## src/rtl/lfu_pkg.sv

```systemverilog
// Shared types and constants for the LFU cache table.
`default_nettype none

package lfu_pkg;

    localparam int CAPACITY_DEF   = 16;
    localparam int KEY_BITS_DEF   = 32;
    localparam int VALUE_BITS_DEF = 32;
    localparam int COUNT_BITS_DEF = 16;

    localparam int PORT_KEY_W   = 32;
    localparam int PORT_VALUE_W = 32;
    localparam int CAP_W        = 5;

    localparam logic [CAP_W-1:0] CAP_RESET = 5'd16;

    localparam logic OP_GET = 1'b0;
    localparam logic OP_PUT = 1'b1;

    typedef enum logic [1:0] {
        ST_IDLE,
        ST_SCAN,
        ST_UPDATE,
        ST_RESP
    } state_t;

endpackage

`default_nettype wire

```

## src/rtl/lfu_ram.sv

```systemverilog
// Generic single-write, single-read RAM with registered read data.
`default_nettype none

module lfu_ram #(
    parameter int WIDTH     = 80,
    parameter int DEPTH     = 16,
    parameter int ADDR_BITS = (DEPTH > 1) ? $clog2(DEPTH) : 1
) (
    input  wire logic                 clk,
    input  wire logic                 we,
    input  wire logic [ADDR_BITS-1:0] waddr,
    input  wire logic [WIDTH-1:0]     wdata,
    input  wire logic                 re,
    input  wire logic [ADDR_BITS-1:0] raddr,
    output logic      [WIDTH-1:0]     rdata
);

    logic [WIDTH-1:0] mem [DEPTH];

    always_ff @(posedge clk)
    begin
        if (we)
        begin
            mem[waddr] <= wdata;
        end
        if (re)
        begin
            rdata <= mem[raddr];
        end
    end

endmodule

`default_nettype wire

```

## src/rtl/lfu_cache_table.sv

```systemverilog
// Top level: fully associative LFU key/value table with recency tiebreak.
// A new transaction is taken only in idle, after the last result has been taken;
// each transaction runs the one-entry-per-cycle scan of the entry RAM,
// then the update state and the response state.
// Reset clears valid bits, fill count and sequencer; capacity resets to 16.
// Entry RAM and age ranks need no reset: every read is gated by a valid bit.
`default_nettype none

module lfu_cache_table #(
    parameter int CAPACITY   = lfu_pkg::CAPACITY_DEF,
    parameter int KEY_BITS   = lfu_pkg::KEY_BITS_DEF,
    parameter int VALUE_BITS = lfu_pkg::VALUE_BITS_DEF,
    parameter int COUNT_BITS = lfu_pkg::COUNT_BITS_DEF
) (
    input  wire logic                             clk,
    input  wire logic                             rst_n,
    input  wire logic                             in_valid,
    output logic                                  in_ready,
    input  wire logic                             operation,
    input  wire logic [lfu_pkg::PORT_KEY_W-1:0]   key,
    input  wire logic [lfu_pkg::PORT_VALUE_W-1:0] value,
    output logic                                  out_valid,
    input  wire logic                             out_ready,
    output logic                                  hit,
    output logic [lfu_pkg::PORT_VALUE_W-1:0]      read_value,
    input  wire logic                             cfg_valid,
    output logic                                  cfg_ready,
    input  wire logic [lfu_pkg::CAP_W-1:0]        capacity
);

    import lfu_pkg::*;

    localparam int IDX_BITS   = (CAPACITY > 1) ? $clog2(CAPACITY) : 1;
    localparam int FILL_BITS  = $clog2(CAPACITY + 1);
    localparam int ENTRY_BITS = KEY_BITS + VALUE_BITS + COUNT_BITS;
    localparam logic [IDX_BITS-1:0] LAST_IDX = IDX_BITS'(CAPACITY - 1);

    state_t                  state_reg, state_next;
    logic [CAP_W-1:0]        cap_reg, cap_next;
    logic [CAPACITY-1:0]     valid_reg, valid_next;
    logic [FILL_BITS-1:0]    fill_reg, fill_next;
    logic [IDX_BITS-1:0]     rank_reg [CAPACITY];
    logic [IDX_BITS-1:0]     rank_next [CAPACITY];

    logic                    op_reg, op_next;
    logic [KEY_BITS-1:0]     key_reg, key_next;
    logic [VALUE_BITS-1:0]   val_reg, val_next;

    logic [IDX_BITS-1:0]     scan_idx_reg, scan_idx_next;
    logic                    issue_reg, issue_next;
    logic                    chk_valid_reg, chk_valid_next;
    logic [IDX_BITS-1:0]     chk_idx_reg, chk_idx_next;

    logic                    found_reg, found_next;
    logic [IDX_BITS-1:0]     found_idx_reg, found_idx_next;
    logic [VALUE_BITS-1:0]   found_val_reg, found_val_next;
    logic [COUNT_BITS-1:0]   found_cnt_reg, found_cnt_next;
    logic [IDX_BITS-1:0]     found_rank_reg, found_rank_next;

    logic                    free_reg, free_next;
    logic [IDX_BITS-1:0]     free_idx_reg, free_idx_next;

    logic                    vic_reg, vic_next;
    logic [IDX_BITS-1:0]     vic_idx_reg, vic_idx_next;
    logic [COUNT_BITS-1:0]   vic_cnt_reg, vic_cnt_next;
    logic [IDX_BITS-1:0]     vic_rank_reg, vic_rank_next;

    logic                    hit_reg, hit_next;
    logic [VALUE_BITS-1:0]   rdval_reg, rdval_next;

    logic                    ram_we;
    logic [IDX_BITS-1:0]     ram_waddr;
    logic [ENTRY_BITS-1:0]   ram_wdata;
    logic [ENTRY_BITS-1:0]   ram_rdata;

    logic [KEY_BITS-1:0]     rd_key;
    logic [VALUE_BITS-1:0]   rd_val;
    logic [COUNT_BITS-1:0]   rd_cnt;
    logic                    rd_valid;
    logic [IDX_BITS-1:0]     rd_rank;

    logic [FILL_BITS-1:0]    cap_eff;
    logic                    cap_nz;
    logic                    use_free;
    logic                    evicting;
    logic                    do_touch;
    logic                    do_insert;
    logic [IDX_BITS-1:0]     slot_idx;
    logic [COUNT_BITS-1:0]   cnt_inc;

    lfu_ram #(
        .WIDTH     (ENTRY_BITS),
        .DEPTH     (CAPACITY),
        .ADDR_BITS (IDX_BITS)
    ) u_entry_ram (
        .clk   (clk),
        .we    (ram_we),
        .waddr (ram_waddr),
        .wdata (ram_wdata),
        .re    (issue_reg),
        .raddr (scan_idx_reg),
        .rdata (ram_rdata)
    );

    assign rd_key   = ram_rdata[ENTRY_BITS-1 -: KEY_BITS];
    assign rd_val   = ram_rdata[COUNT_BITS +: VALUE_BITS];
    assign rd_cnt   = ram_rdata[COUNT_BITS-1:0];
    assign rd_valid = valid_reg[chk_idx_reg];
    assign rd_rank  = rank_reg[chk_idx_reg];

    assign cap_eff  = (32'(cap_reg) > CAPACITY) ? FILL_BITS'(CAPACITY) : FILL_BITS'(cap_reg);
    assign cap_nz   = (cap_eff != '0);
    assign use_free = (fill_reg < cap_eff) && free_reg;
    assign evicting = !use_free;
    assign slot_idx = use_free ? free_idx_reg : vic_idx_reg;
    assign do_touch = found_reg && ((op_reg == OP_GET) || cap_nz);
    assign do_insert = (op_reg == OP_PUT) && cap_nz && !found_reg && (use_free || vic_reg);
    assign cnt_inc  = (found_cnt_reg == {COUNT_BITS{1'b1}}) ? found_cnt_reg
                                                             : found_cnt_reg + COUNT_BITS'(1);

    assign in_ready   = (state_reg == ST_IDLE);
    assign out_valid  = (state_reg == ST_RESP);
    assign cfg_ready  = 1'b1;
    assign hit        = hit_reg;
    assign read_value = PORT_VALUE_W'(rdval_reg);

    always_comb
    begin
        state_next      = state_reg;
        cap_next        = cap_reg;
        valid_next      = valid_reg;
        fill_next       = fill_reg;
        rank_next       = rank_reg;
        op_next         = op_reg;
        key_next        = key_reg;
        val_next        = val_reg;
        scan_idx_next   = scan_idx_reg;
        issue_next      = issue_reg;
        chk_valid_next  = 1'b0;
        chk_idx_next    = chk_idx_reg;
        found_next      = found_reg;
        found_idx_next  = found_idx_reg;
        found_val_next  = found_val_reg;
        found_cnt_next  = found_cnt_reg;
        found_rank_next = found_rank_reg;
        free_next       = free_reg;
        free_idx_next   = free_idx_reg;
        vic_next        = vic_reg;
        vic_idx_next    = vic_idx_reg;
        vic_cnt_next    = vic_cnt_reg;
        vic_rank_next   = vic_rank_reg;
        hit_next        = hit_reg;
        rdval_next      = rdval_reg;
        ram_we          = 1'b0;
        ram_waddr       = found_idx_reg;
        ram_wdata       = {key_reg, val_reg, COUNT_BITS'(1)};

        if (cfg_valid && cfg_ready)
        begin
            cap_next = capacity;
        end

        case (state_reg)
            ST_IDLE:
            begin
                if (in_valid)
                begin
                    op_next       = operation;
                    key_next      = KEY_BITS'(key);
                    val_next      = VALUE_BITS'(value);
                    scan_idx_next = '0;
                    issue_next    = 1'b1;
                    found_next    = 1'b0;
                    free_next     = 1'b0;
                    vic_next      = 1'b0;
                    state_next    = ST_SCAN;
                end
            end

            ST_SCAN:
            begin
                if (issue_reg)
                begin
                    chk_valid_next = 1'b1;
                    chk_idx_next   = scan_idx_reg;
                    if (scan_idx_reg == LAST_IDX)
                    begin
                        issue_next = 1'b0;
                    end
                    else
                    begin
                        scan_idx_next = scan_idx_reg + IDX_BITS'(1);
                    end
                end
                if (chk_valid_reg)
                begin
                    if (rd_valid && (rd_key == key_reg) && !found_reg)
                    begin
                        found_next      = 1'b1;
                        found_idx_next  = chk_idx_reg;
                        found_val_next  = rd_val;
                        found_cnt_next  = rd_cnt;
                        found_rank_next = rd_rank;
                    end
                    if (!rd_valid && !free_reg)
                    begin
                        free_next     = 1'b1;
                        free_idx_next = chk_idx_reg;
                    end
                    if (rd_valid && (!vic_reg || (rd_cnt < vic_cnt_reg) ||
                        ((rd_cnt == vic_cnt_reg) && (rd_rank > vic_rank_reg))))
                    begin
                        vic_next      = 1'b1;
                        vic_idx_next  = chk_idx_reg;
                        vic_cnt_next  = rd_cnt;
                        vic_rank_next = rd_rank;
                    end
                    if (chk_idx_reg == LAST_IDX)
                    begin
                        state_next = ST_UPDATE;
                    end
                end
            end

            ST_UPDATE:
            begin
                hit_next   = found_reg;
                rdval_next = (found_reg && (op_reg == OP_GET)) ? found_val_reg : '0;
                for (int i = 0; i < CAPACITY; i++)
                begin
                    if (do_touch)
                    begin
                        if (valid_reg[i])
                        begin
                            if (IDX_BITS'(i) == found_idx_reg)
                            begin
                                rank_next[i] = '0;
                            end
                            else if (rank_reg[i] < found_rank_reg)
                            begin
                                rank_next[i] = rank_reg[i] + IDX_BITS'(1);
                            end
                        end
                    end
                    else if (do_insert)
                    begin
                        if (IDX_BITS'(i) == slot_idx)
                        begin
                            rank_next[i] = '0;
                        end
                        else if (valid_reg[i] && !(evicting && (rank_reg[i] > vic_rank_reg)))
                        begin
                            rank_next[i] = rank_reg[i] + IDX_BITS'(1);
                        end
                    end
                end
                if (do_touch)
                begin
                    ram_we    = 1'b1;
                    ram_waddr = found_idx_reg;
                    ram_wdata = {key_reg, (op_reg == OP_PUT) ? val_reg : found_val_reg, cnt_inc};
                end
                else if (do_insert)
                begin
                    ram_we               = 1'b1;
                    ram_waddr            = slot_idx;
                    ram_wdata            = {key_reg, val_reg, COUNT_BITS'(1)};
                    valid_next[slot_idx] = 1'b1;
                    if (!evicting)
                    begin
                        fill_next = fill_reg + FILL_BITS'(1);
                    end
                end
                state_next = ST_RESP;
            end

            ST_RESP:
            begin
                if (out_ready)
                begin
                    state_next = ST_IDLE;
                end
            end

            default:
            begin
                state_next = ST_IDLE;
            end
        endcase
    end

    always_ff @(posedge clk or negedge rst_n)
    begin
        if (!rst_n)
        begin
            state_reg     <= ST_IDLE;
            cap_reg       <= CAP_RESET;
            valid_reg     <= '0;
            fill_reg      <= '0;
            issue_reg     <= 1'b0;
            chk_valid_reg <= 1'b0;
            scan_idx_reg  <= '0;
            found_reg     <= 1'b0;
            free_reg      <= 1'b0;
            vic_reg       <= 1'b0;
        end
        else
        begin
            state_reg     <= state_next;
            cap_reg       <= cap_next;
            valid_reg     <= valid_next;
            fill_reg      <= fill_next;
            issue_reg     <= issue_next;
            chk_valid_reg <= chk_valid_next;
            scan_idx_reg  <= scan_idx_next;
            found_reg     <= found_next;
            free_reg      <= free_next;
            vic_reg       <= vic_next;
        end
    end

    always_ff @(posedge clk)
    begin
        rank_reg       <= rank_next;
        op_reg         <= op_next;
        key_reg        <= key_next;
        val_reg        <= val_next;
        chk_idx_reg    <= chk_idx_next;
        found_idx_reg  <= found_idx_next;
        found_val_reg  <= found_val_next;
        found_cnt_reg  <= found_cnt_next;
        found_rank_reg <= found_rank_next;
        free_idx_reg   <= free_idx_next;
        vic_idx_reg    <= vic_idx_next;
        vic_cnt_reg    <= vic_cnt_next;
        vic_rank_reg   <= vic_rank_next;
        hit_reg        <= hit_next;
        rdval_reg      <= rdval_next;
    end

    a_fill_tracks_valid: assert property (@(posedge clk) disable iff (!rst_n)
        $countones(valid_reg) == 32'(fill_reg))
        else $error("fill count differs from number of valid entries");

    a_fill_bound: assert property (@(posedge clk) disable iff (!rst_n)
        32'(fill_reg) <= CAPACITY)
        else $error("fill count above capacity");

    a_no_overlap: assert property (@(posedge clk) disable iff (!rst_n)
        !(in_ready && out_valid))
        else $error("input accepted while result pending");

    a_busy_after_accept: assert property (@(posedge clk) disable iff (!rst_n)
        (in_valid && in_ready) |=> (!in_ready && !out_valid))
        else $error("sequencer did not start scan after transaction");

endmodule

`default_nettype wire
```

## config.mk

```make
export PLATFORM = sky130hd
export DESIGN_NAME = lfu_cache_table
export DESIGN_NICKNAME = d
export VERILOG_FILES = /design/src/rtl/lfu_pkg.sv /design/src/rtl/lfu_ram.sv /design/src/rtl/lfu_cache_table.sv
export SDC_FILE = /design/constraint.sdc
export NUM_CORES = 2
export LEC_CHECK = 0
export BUFFER_PORTS_ARGS = -buffer_cell sky130_fd_sc_hd__clkbuf_2
export CAP_MARGIN = 20
export CORE_ASPECT_RATIO = 1.5
export CORE_MARGIN = 2
export CORE_UTILIZATION = 55
export CTS_CLUSTER_SIZE = 16
export DETAILED_ROUTE_END_ITERATION = 10
export PLACE_DENSITY = 0.77
export SKIP_LAST_GASP = 1
export SLEW_MARGIN = 0
export SYNTH_ARGS = -nofsm -noshare
export SYNTH_HDL_FRONTEND = slang
export SYNTH_SLANG_ARGS = --single-unit
```

## constraint.sdc

```tcl
create_clock -name clk -period 10.74 [get_ports clk]
set_input_delay 0.537 -clock clk [delete_from_list [all_inputs] [get_ports clk]]
set_output_delay 0.537 -clock clk [all_outputs]
set_load 0.005 [all_outputs]
```

# Word level (Yosys, flattened, before mapping)
# Memories as Yosys holds them, arrays and structs flattened. A register that Yosys moved wholly into a read port is not among the register bits.
# Cells that the tools add are included.
# totals
ff_bits	287
ramBits	1280
inputBits	75
out_inout_bits	36
elab_cells	461
mem_count	1
# memory_table
name	depth	width	read_ports	rd_ports_with_merged_regs	write_ports	line	rtl
u_entry_ram.mem	16	80	1	1	1	lfu_ram.sv:18	logic [WIDTH-1:0] mem [DEPTH];
# classes
addsub	19
magnitude_cmp	40
eq_ne	79
mux	158
bitwise	4
reduce_logical	120
# op_table
op	count
4-bit 2-to-1 mux	121
48-bit 2-to-1 mux	2
5-bit AND reduction	16
4-bit by 1-bit adder with 4-bit output, second input constant	17
4-bit greater-than comparator	17
4-bit equality test, first input constant	16
4-bit less-than comparator	16
2-bit != test, second input constant	24
3-bit by 1-bit != test with 1-bit output, second input constant	16
3-bit nonzero test	16
1-bit logical AND	44
3-bit by 4-bit equality test with 1-bit output, first input constant	8
32-bit equality test	1
32-bit 2-to-1 mux	1
4-bit AND reduction	6
1-bit logical NOT	21
1-bit 2-to-1 mux	19
16-bit by 1-bit adder with 16-bit output, second input constant	1
4-bit binary-select mux with 4-bit select	1
16-bit equality test	1
16-bit equality test, second input constant	1
2-bit by 4-bit equality test with 1-bit output, first input constant	4
16-bit less-than comparator	1
16-bit 2-to-1 mux	1
28 further kinds	49

# Longest topological paths before layout
# depth
word_depth	12
depth_mapped	14
ltp_nobuf	11

# By module
# From an unflattened synthesis, not the netlist that was laid out.
# hier_totals
hier_cells	3369
hier_area_um2	66571.3
# modules_own_cells
mod	instances	cells_each	area_each_um2	seq_area_each_um2
lfu_ram	1	2054	50223.2	40839.2
lfu_cache_table	1	1315	16348.2	8434.3

# Least setup slack after synthesis
# Ideal clock, no wire load.
# synth_timing
path_kind	register -> register
from	register state_reg[0]
to	memory u_entry_ram.mem[15][0] (enable)
setup_ns	0.629
t_arrival_ns	7.593
t_required_ns	10.111
slack_ns	2.518
stages_incl_launch_ff	7
path_buffers	1
period_less_slack_ns	8.222
cell_sequence	dfrtp_1 inv_1 ha_1 and2_1 o31ai_1 buf_2 o21ai_0
# synth_via
elab_chain_len	4
elab_cells_between_ends	5
cone_classes	1 x eq/ne; 4 x mux
# synth_lines
item	line	rtl
start, declared	lfu_cache_table.sv:38	state_t state_reg, state_next;
start signal, assigned	lfu_cache_table.sv:309	state_reg <= state_next;
2-bit equality test *	lfu_cache_table.sv:163	case (state_reg)
1-bit 2-to-1 mux	lfu_cache_table.sv:163	
1-bit 2-to-1 mux	lfu_ram.sv:22	if (we)
1-bit 2-to-1 mux (not written as such)	lfu_ram.sv:24	mem[waddr] <= wdata;
end, declared	lfu_ram.sv:18	
# Mark *: on every way between the ends. The rest lies on a longest branch, timed or not.

# Worst setup path after layout
# layout_timing
from	register cap_reg[4]
to	memory u_entry_ram.mem[15][33] (enable)
# layout_via
elab_chain_len	11
elab_cells_between_ends	20
cone_classes	2 x order compare; 10 x mux; 8 x reduce/logical
# layout_lines
item	line	rtl
start, declared	lfu_cache_table.sv:39	logic [CAP_W-1:0] cap_reg, cap_next;
start signal, assigned	lfu_cache_table.sv:310	cap_reg <= cap_next;
5-bit greater-than comparator	lfu_cache_table.sv:111	assign cap_eff = (32'(cap_reg) > CAPACITY) ? FILL_BITS'(CAPACITY) : FILL_BITS'(cap_reg);
5-bit 2-to-1 mux *	lfu_cache_table.sv:111	
5-bit less-than comparator / 5-bit nonzero test (equally long branches)	lfu_cache_table.sv:113, lfu_cache_table.sv:112	
1-bit logical AND, on equally long branches	lfu_cache_table.sv:113, lfu_cache_table.sv:117	
1-bit logical OR / 1-bit logical AND (equally long branches)	lfu_cache_table.sv:117	assign do_insert = (op_reg == OP_PUT) && cap_nz && !found_reg && (use_free || vic_reg);
1-bit logical AND	lfu_cache_table.sv:117	
1-bit 2-to-1 mux	lfu_cache_table.sv:263	else if (do_insert)
1-bit 2-to-1 mux	lfu_cache_table.sv:257	if (do_touch)
1-bit 2-to-1 mux	lfu_cache_table.sv:163	
1-bit 2-to-1 mux	lfu_ram.sv:22	
1-bit 2-to-1 mux (not written as such)	lfu_ram.sv:24	
# Marks and branches as above.

==> reports/results.tsv <==
metric	value	unit
synth-edff-count	1610	
drc	0	
p_clk_share	32.1	%
r2r-start	cap_reg[4]	
detail_route.wl_per_cell	28.0	um
largest_register_ffs	1280	
p_per_area	209	mW/mm2
grt-ovfl-total	0	
grt_first_pass_wirelength	238000	um
skew	0.0363	ns
syn_to_final_growth	11.8	%
start_util	55.3	%
async_reset_ff_share	2.25	%
path_class	reg -> reg	
finish.utilization	61.9	%
drt-total-wl	161000	um
root_buffer	clkbuf_16	
grt_use_total	25.7	%
numCtsBuffers	146	
hpwlAfterDp	90900	um
avgSynthCellArea	17.6	um2
dieArea	0.126	mm2
grtUsageMet3	3.94	%
maxCapViolCount	0	
fin_hold_ws	0.0408	ns
reg2reg_to	u_entry_ram.mem[15][33]	
final-setup-viol-count	0	
yosysTopAreaCellShare	71.6	%
holdPathStages	1	
grt_pass1_vias	37500	
final_cells	5764	
slew-limit-headroom	21.7	%
rsz0062_at_grt	false	
ys_warn_count	0	
final.min_clock_period	4.85	ns
gp_congestion	0.935	
core	0.122	mm2
antenna_found_initial	3	
total_power	15.8	mW
vias	36900	
cts_resized	0	
seqPwrFrac	51.1	%
dieWidth	290	um
finalSetupTns	0	ns
ys_ff_latch	1647	
clock-sinks	1647	
fin_crit_sh	45.2	%
grt_max_degree	126	
synth_cells	3830	
drive_above_1_share	17.7	%
critPathLaunchType	flop	
grt.busiest_layer	met2	
hp-class	in -> reg	
hold_start	key[14]	
yosysTopAreaCell	edfxtp_1	
drtIter0Drc	3876	
dp.cells	5424	
clk_latency	0.78	ns
p_int	11.5	mW
worst_hold_path.endpoint	key_reg[14]	
die_y	433	um
io_buffers	109	
hold_viol	0	
crit_required	11.13	ns
cts_hold_buf	65	
post_cts.repair.setup_buffers	0	
ir_drop	0.267	mV
fin_nets	4291	
reg2reg_depth	11	
worst_slew_pin_slew	1.17	ns
leakage	25.1	nW
clk_pin_slew	0.06	ns
status	complete, no violations	
cts_tree	yes	
fmax	206	MHz
slew_viol_final	0	
met1_usage	31.4	%
synth.area.top_cells	edfxtp_1, mux4_2, mux2i_1	
viasPerCell	6.40	
cp.arrival	5.24	ns
crit_path_end_kind	flop	
r2r_slack	5.89	ns
h-tree-depth	4	
clockBufferDepth	3	
synthFlopType	edfxtp_1	
ant_nets	0	
io_pins	111	
synth.distinct_cells	74	
rows	157	
swShare	26.8	%
pwr-share-comb	16.9	%
yosysSeqAreaShare	73.0	%
p_sw	4.23	mW
met2_usage	45.5	%
crit_path_max_fanout	51	
firstDrtPassIters	5	
synth_fp_nets	4064	
netlist_area	0.0675	mm2
[power by group through the flow]
stage | sequential [mW] | clock, mW | combinational, mW
2_1_floorplan | 7.97 | 0 | 1.89
6_report | 8.06 | 5.06 | 2.66
5_1_grt | 8.09 | 5.34 | 2.85
3_5_place_dp | 8.19 | 0 | 2.63
4_1_cts | 8.06 | 5.12 | 2.67
3_3_place_gp | 8.17 | 0 | 2.58
[cell type report]
cell class	count	area [um2]
antenna	1	2.50
clock buffer	181	3900
clock inverter	83	689
fill	8367	46500
inverter	82	315
multi-input combinational	1926	17400
sequential	1647	49300
tap	1590	1990
timing repair buffer	254	1870
[logic make-up (layout without fill, tap and decap cells)]
logic type	count (synthesis)	count (layout)	synth area share, %
flops	1647	1647	73.0
compound gates	679	679	6.55
mux	566	566	11.8
simple gates	443	443	3.11
buf+inv	257	600	1.59
fa+ha+maj	159	159	2.95
xor+xnor	78	78	1.01
other cells	1	2	0.00556
[synthesized netlist by cell type, drive strengths merged (17+ instances only)]
master	number
a21oi	159
nand3	51
ha	159
dfrtp	36
inv	80
a221oi	90
and3	33
mux2	118
a22oi	100
mux4	170
nand4	22
xnor2	29
clkbuf	99
nor2	93
nor2b	25
o21ai	207
buf	76
mux2i	278
o21a	17
nand2	161
xor2	49
edfxtp	1610
[layout by cell type (no fill, tap or decap), types with 30 or more instances in the layout]
cell type      netlist  final
and3_1              33     33
a21oi_1            159    159
nand3_1             51     50
inv_1               80     79
mux2_2             118    118
o21ai_0            201    200
edfxtp_1          1610   1610
clkbuf_2             1    109
nand2_1            161    160
ha_1               159    158
buf_4                5     70
xor2_1              49     49
dfrtp_1             36     30
a221oi_1            90     90
clkbuf_16            0    150
dlygate4sd3_1        0     65
nor2_1              91     90
mux2i_1            277    277
a22oi_1            100    100
mux4_2             170    170
[per-layer routing]
| metal | wire, um | part of all wire (%) | vias up |
|---|---|---|---|
| met5 | 13 | 0.0081 | - |
| met3 | 11100 | 6.9 | 374 |
| met2 | 84400 | 52 | 1787 |
| met1 | 59300 | 37 | 18900 |
| li1 | - | - | 15900 |
| met4 | 6580 | 4.1 | 2 |
[worst max path at each step]
stage,end,start,slack [ns]
floorplan,u_entry_ram.mem[15][0],state_reg[0],2.52
global route,u_entry_ram.mem[15][29],cap_reg[4],5.71
CTS,u_entry_ram.mem[15][37],cap_reg[4],5.89
global placement,u_entry_ram.mem[14][28],cap_reg[4],5.88
finish,u_entry_ram.mem[15][33],cap_reg[4],5.89
detailed placement,u_entry_ram.mem[15][31],cap_reg[4],5.91
[stage by stage]
step	cell area [um2]	setup slack, ns
2_1_floorplan	67500	2.52
3_3_place_gp	70100	5.88
3_5_place_dp	70100	5.91
4_1_cts	75400	5.89
5_1_grt	75500	5.71
6_report	75500	5.89
[critical path, cell delays in order, from the launching register on]
cell	delay (ns)
dfstp_2	0.66
inv_1	0.14
ha_1	0.31
and2_0	0.54
a21o_1	0.20
buf_4	0.43
a31oi_1	0.18
buf_4	0.21
or2_2	0.32
o21ai_4	0.06
buf_4	0.50
buf_4	0.85
Note: power is estimated with default switching activity, not from simulation.
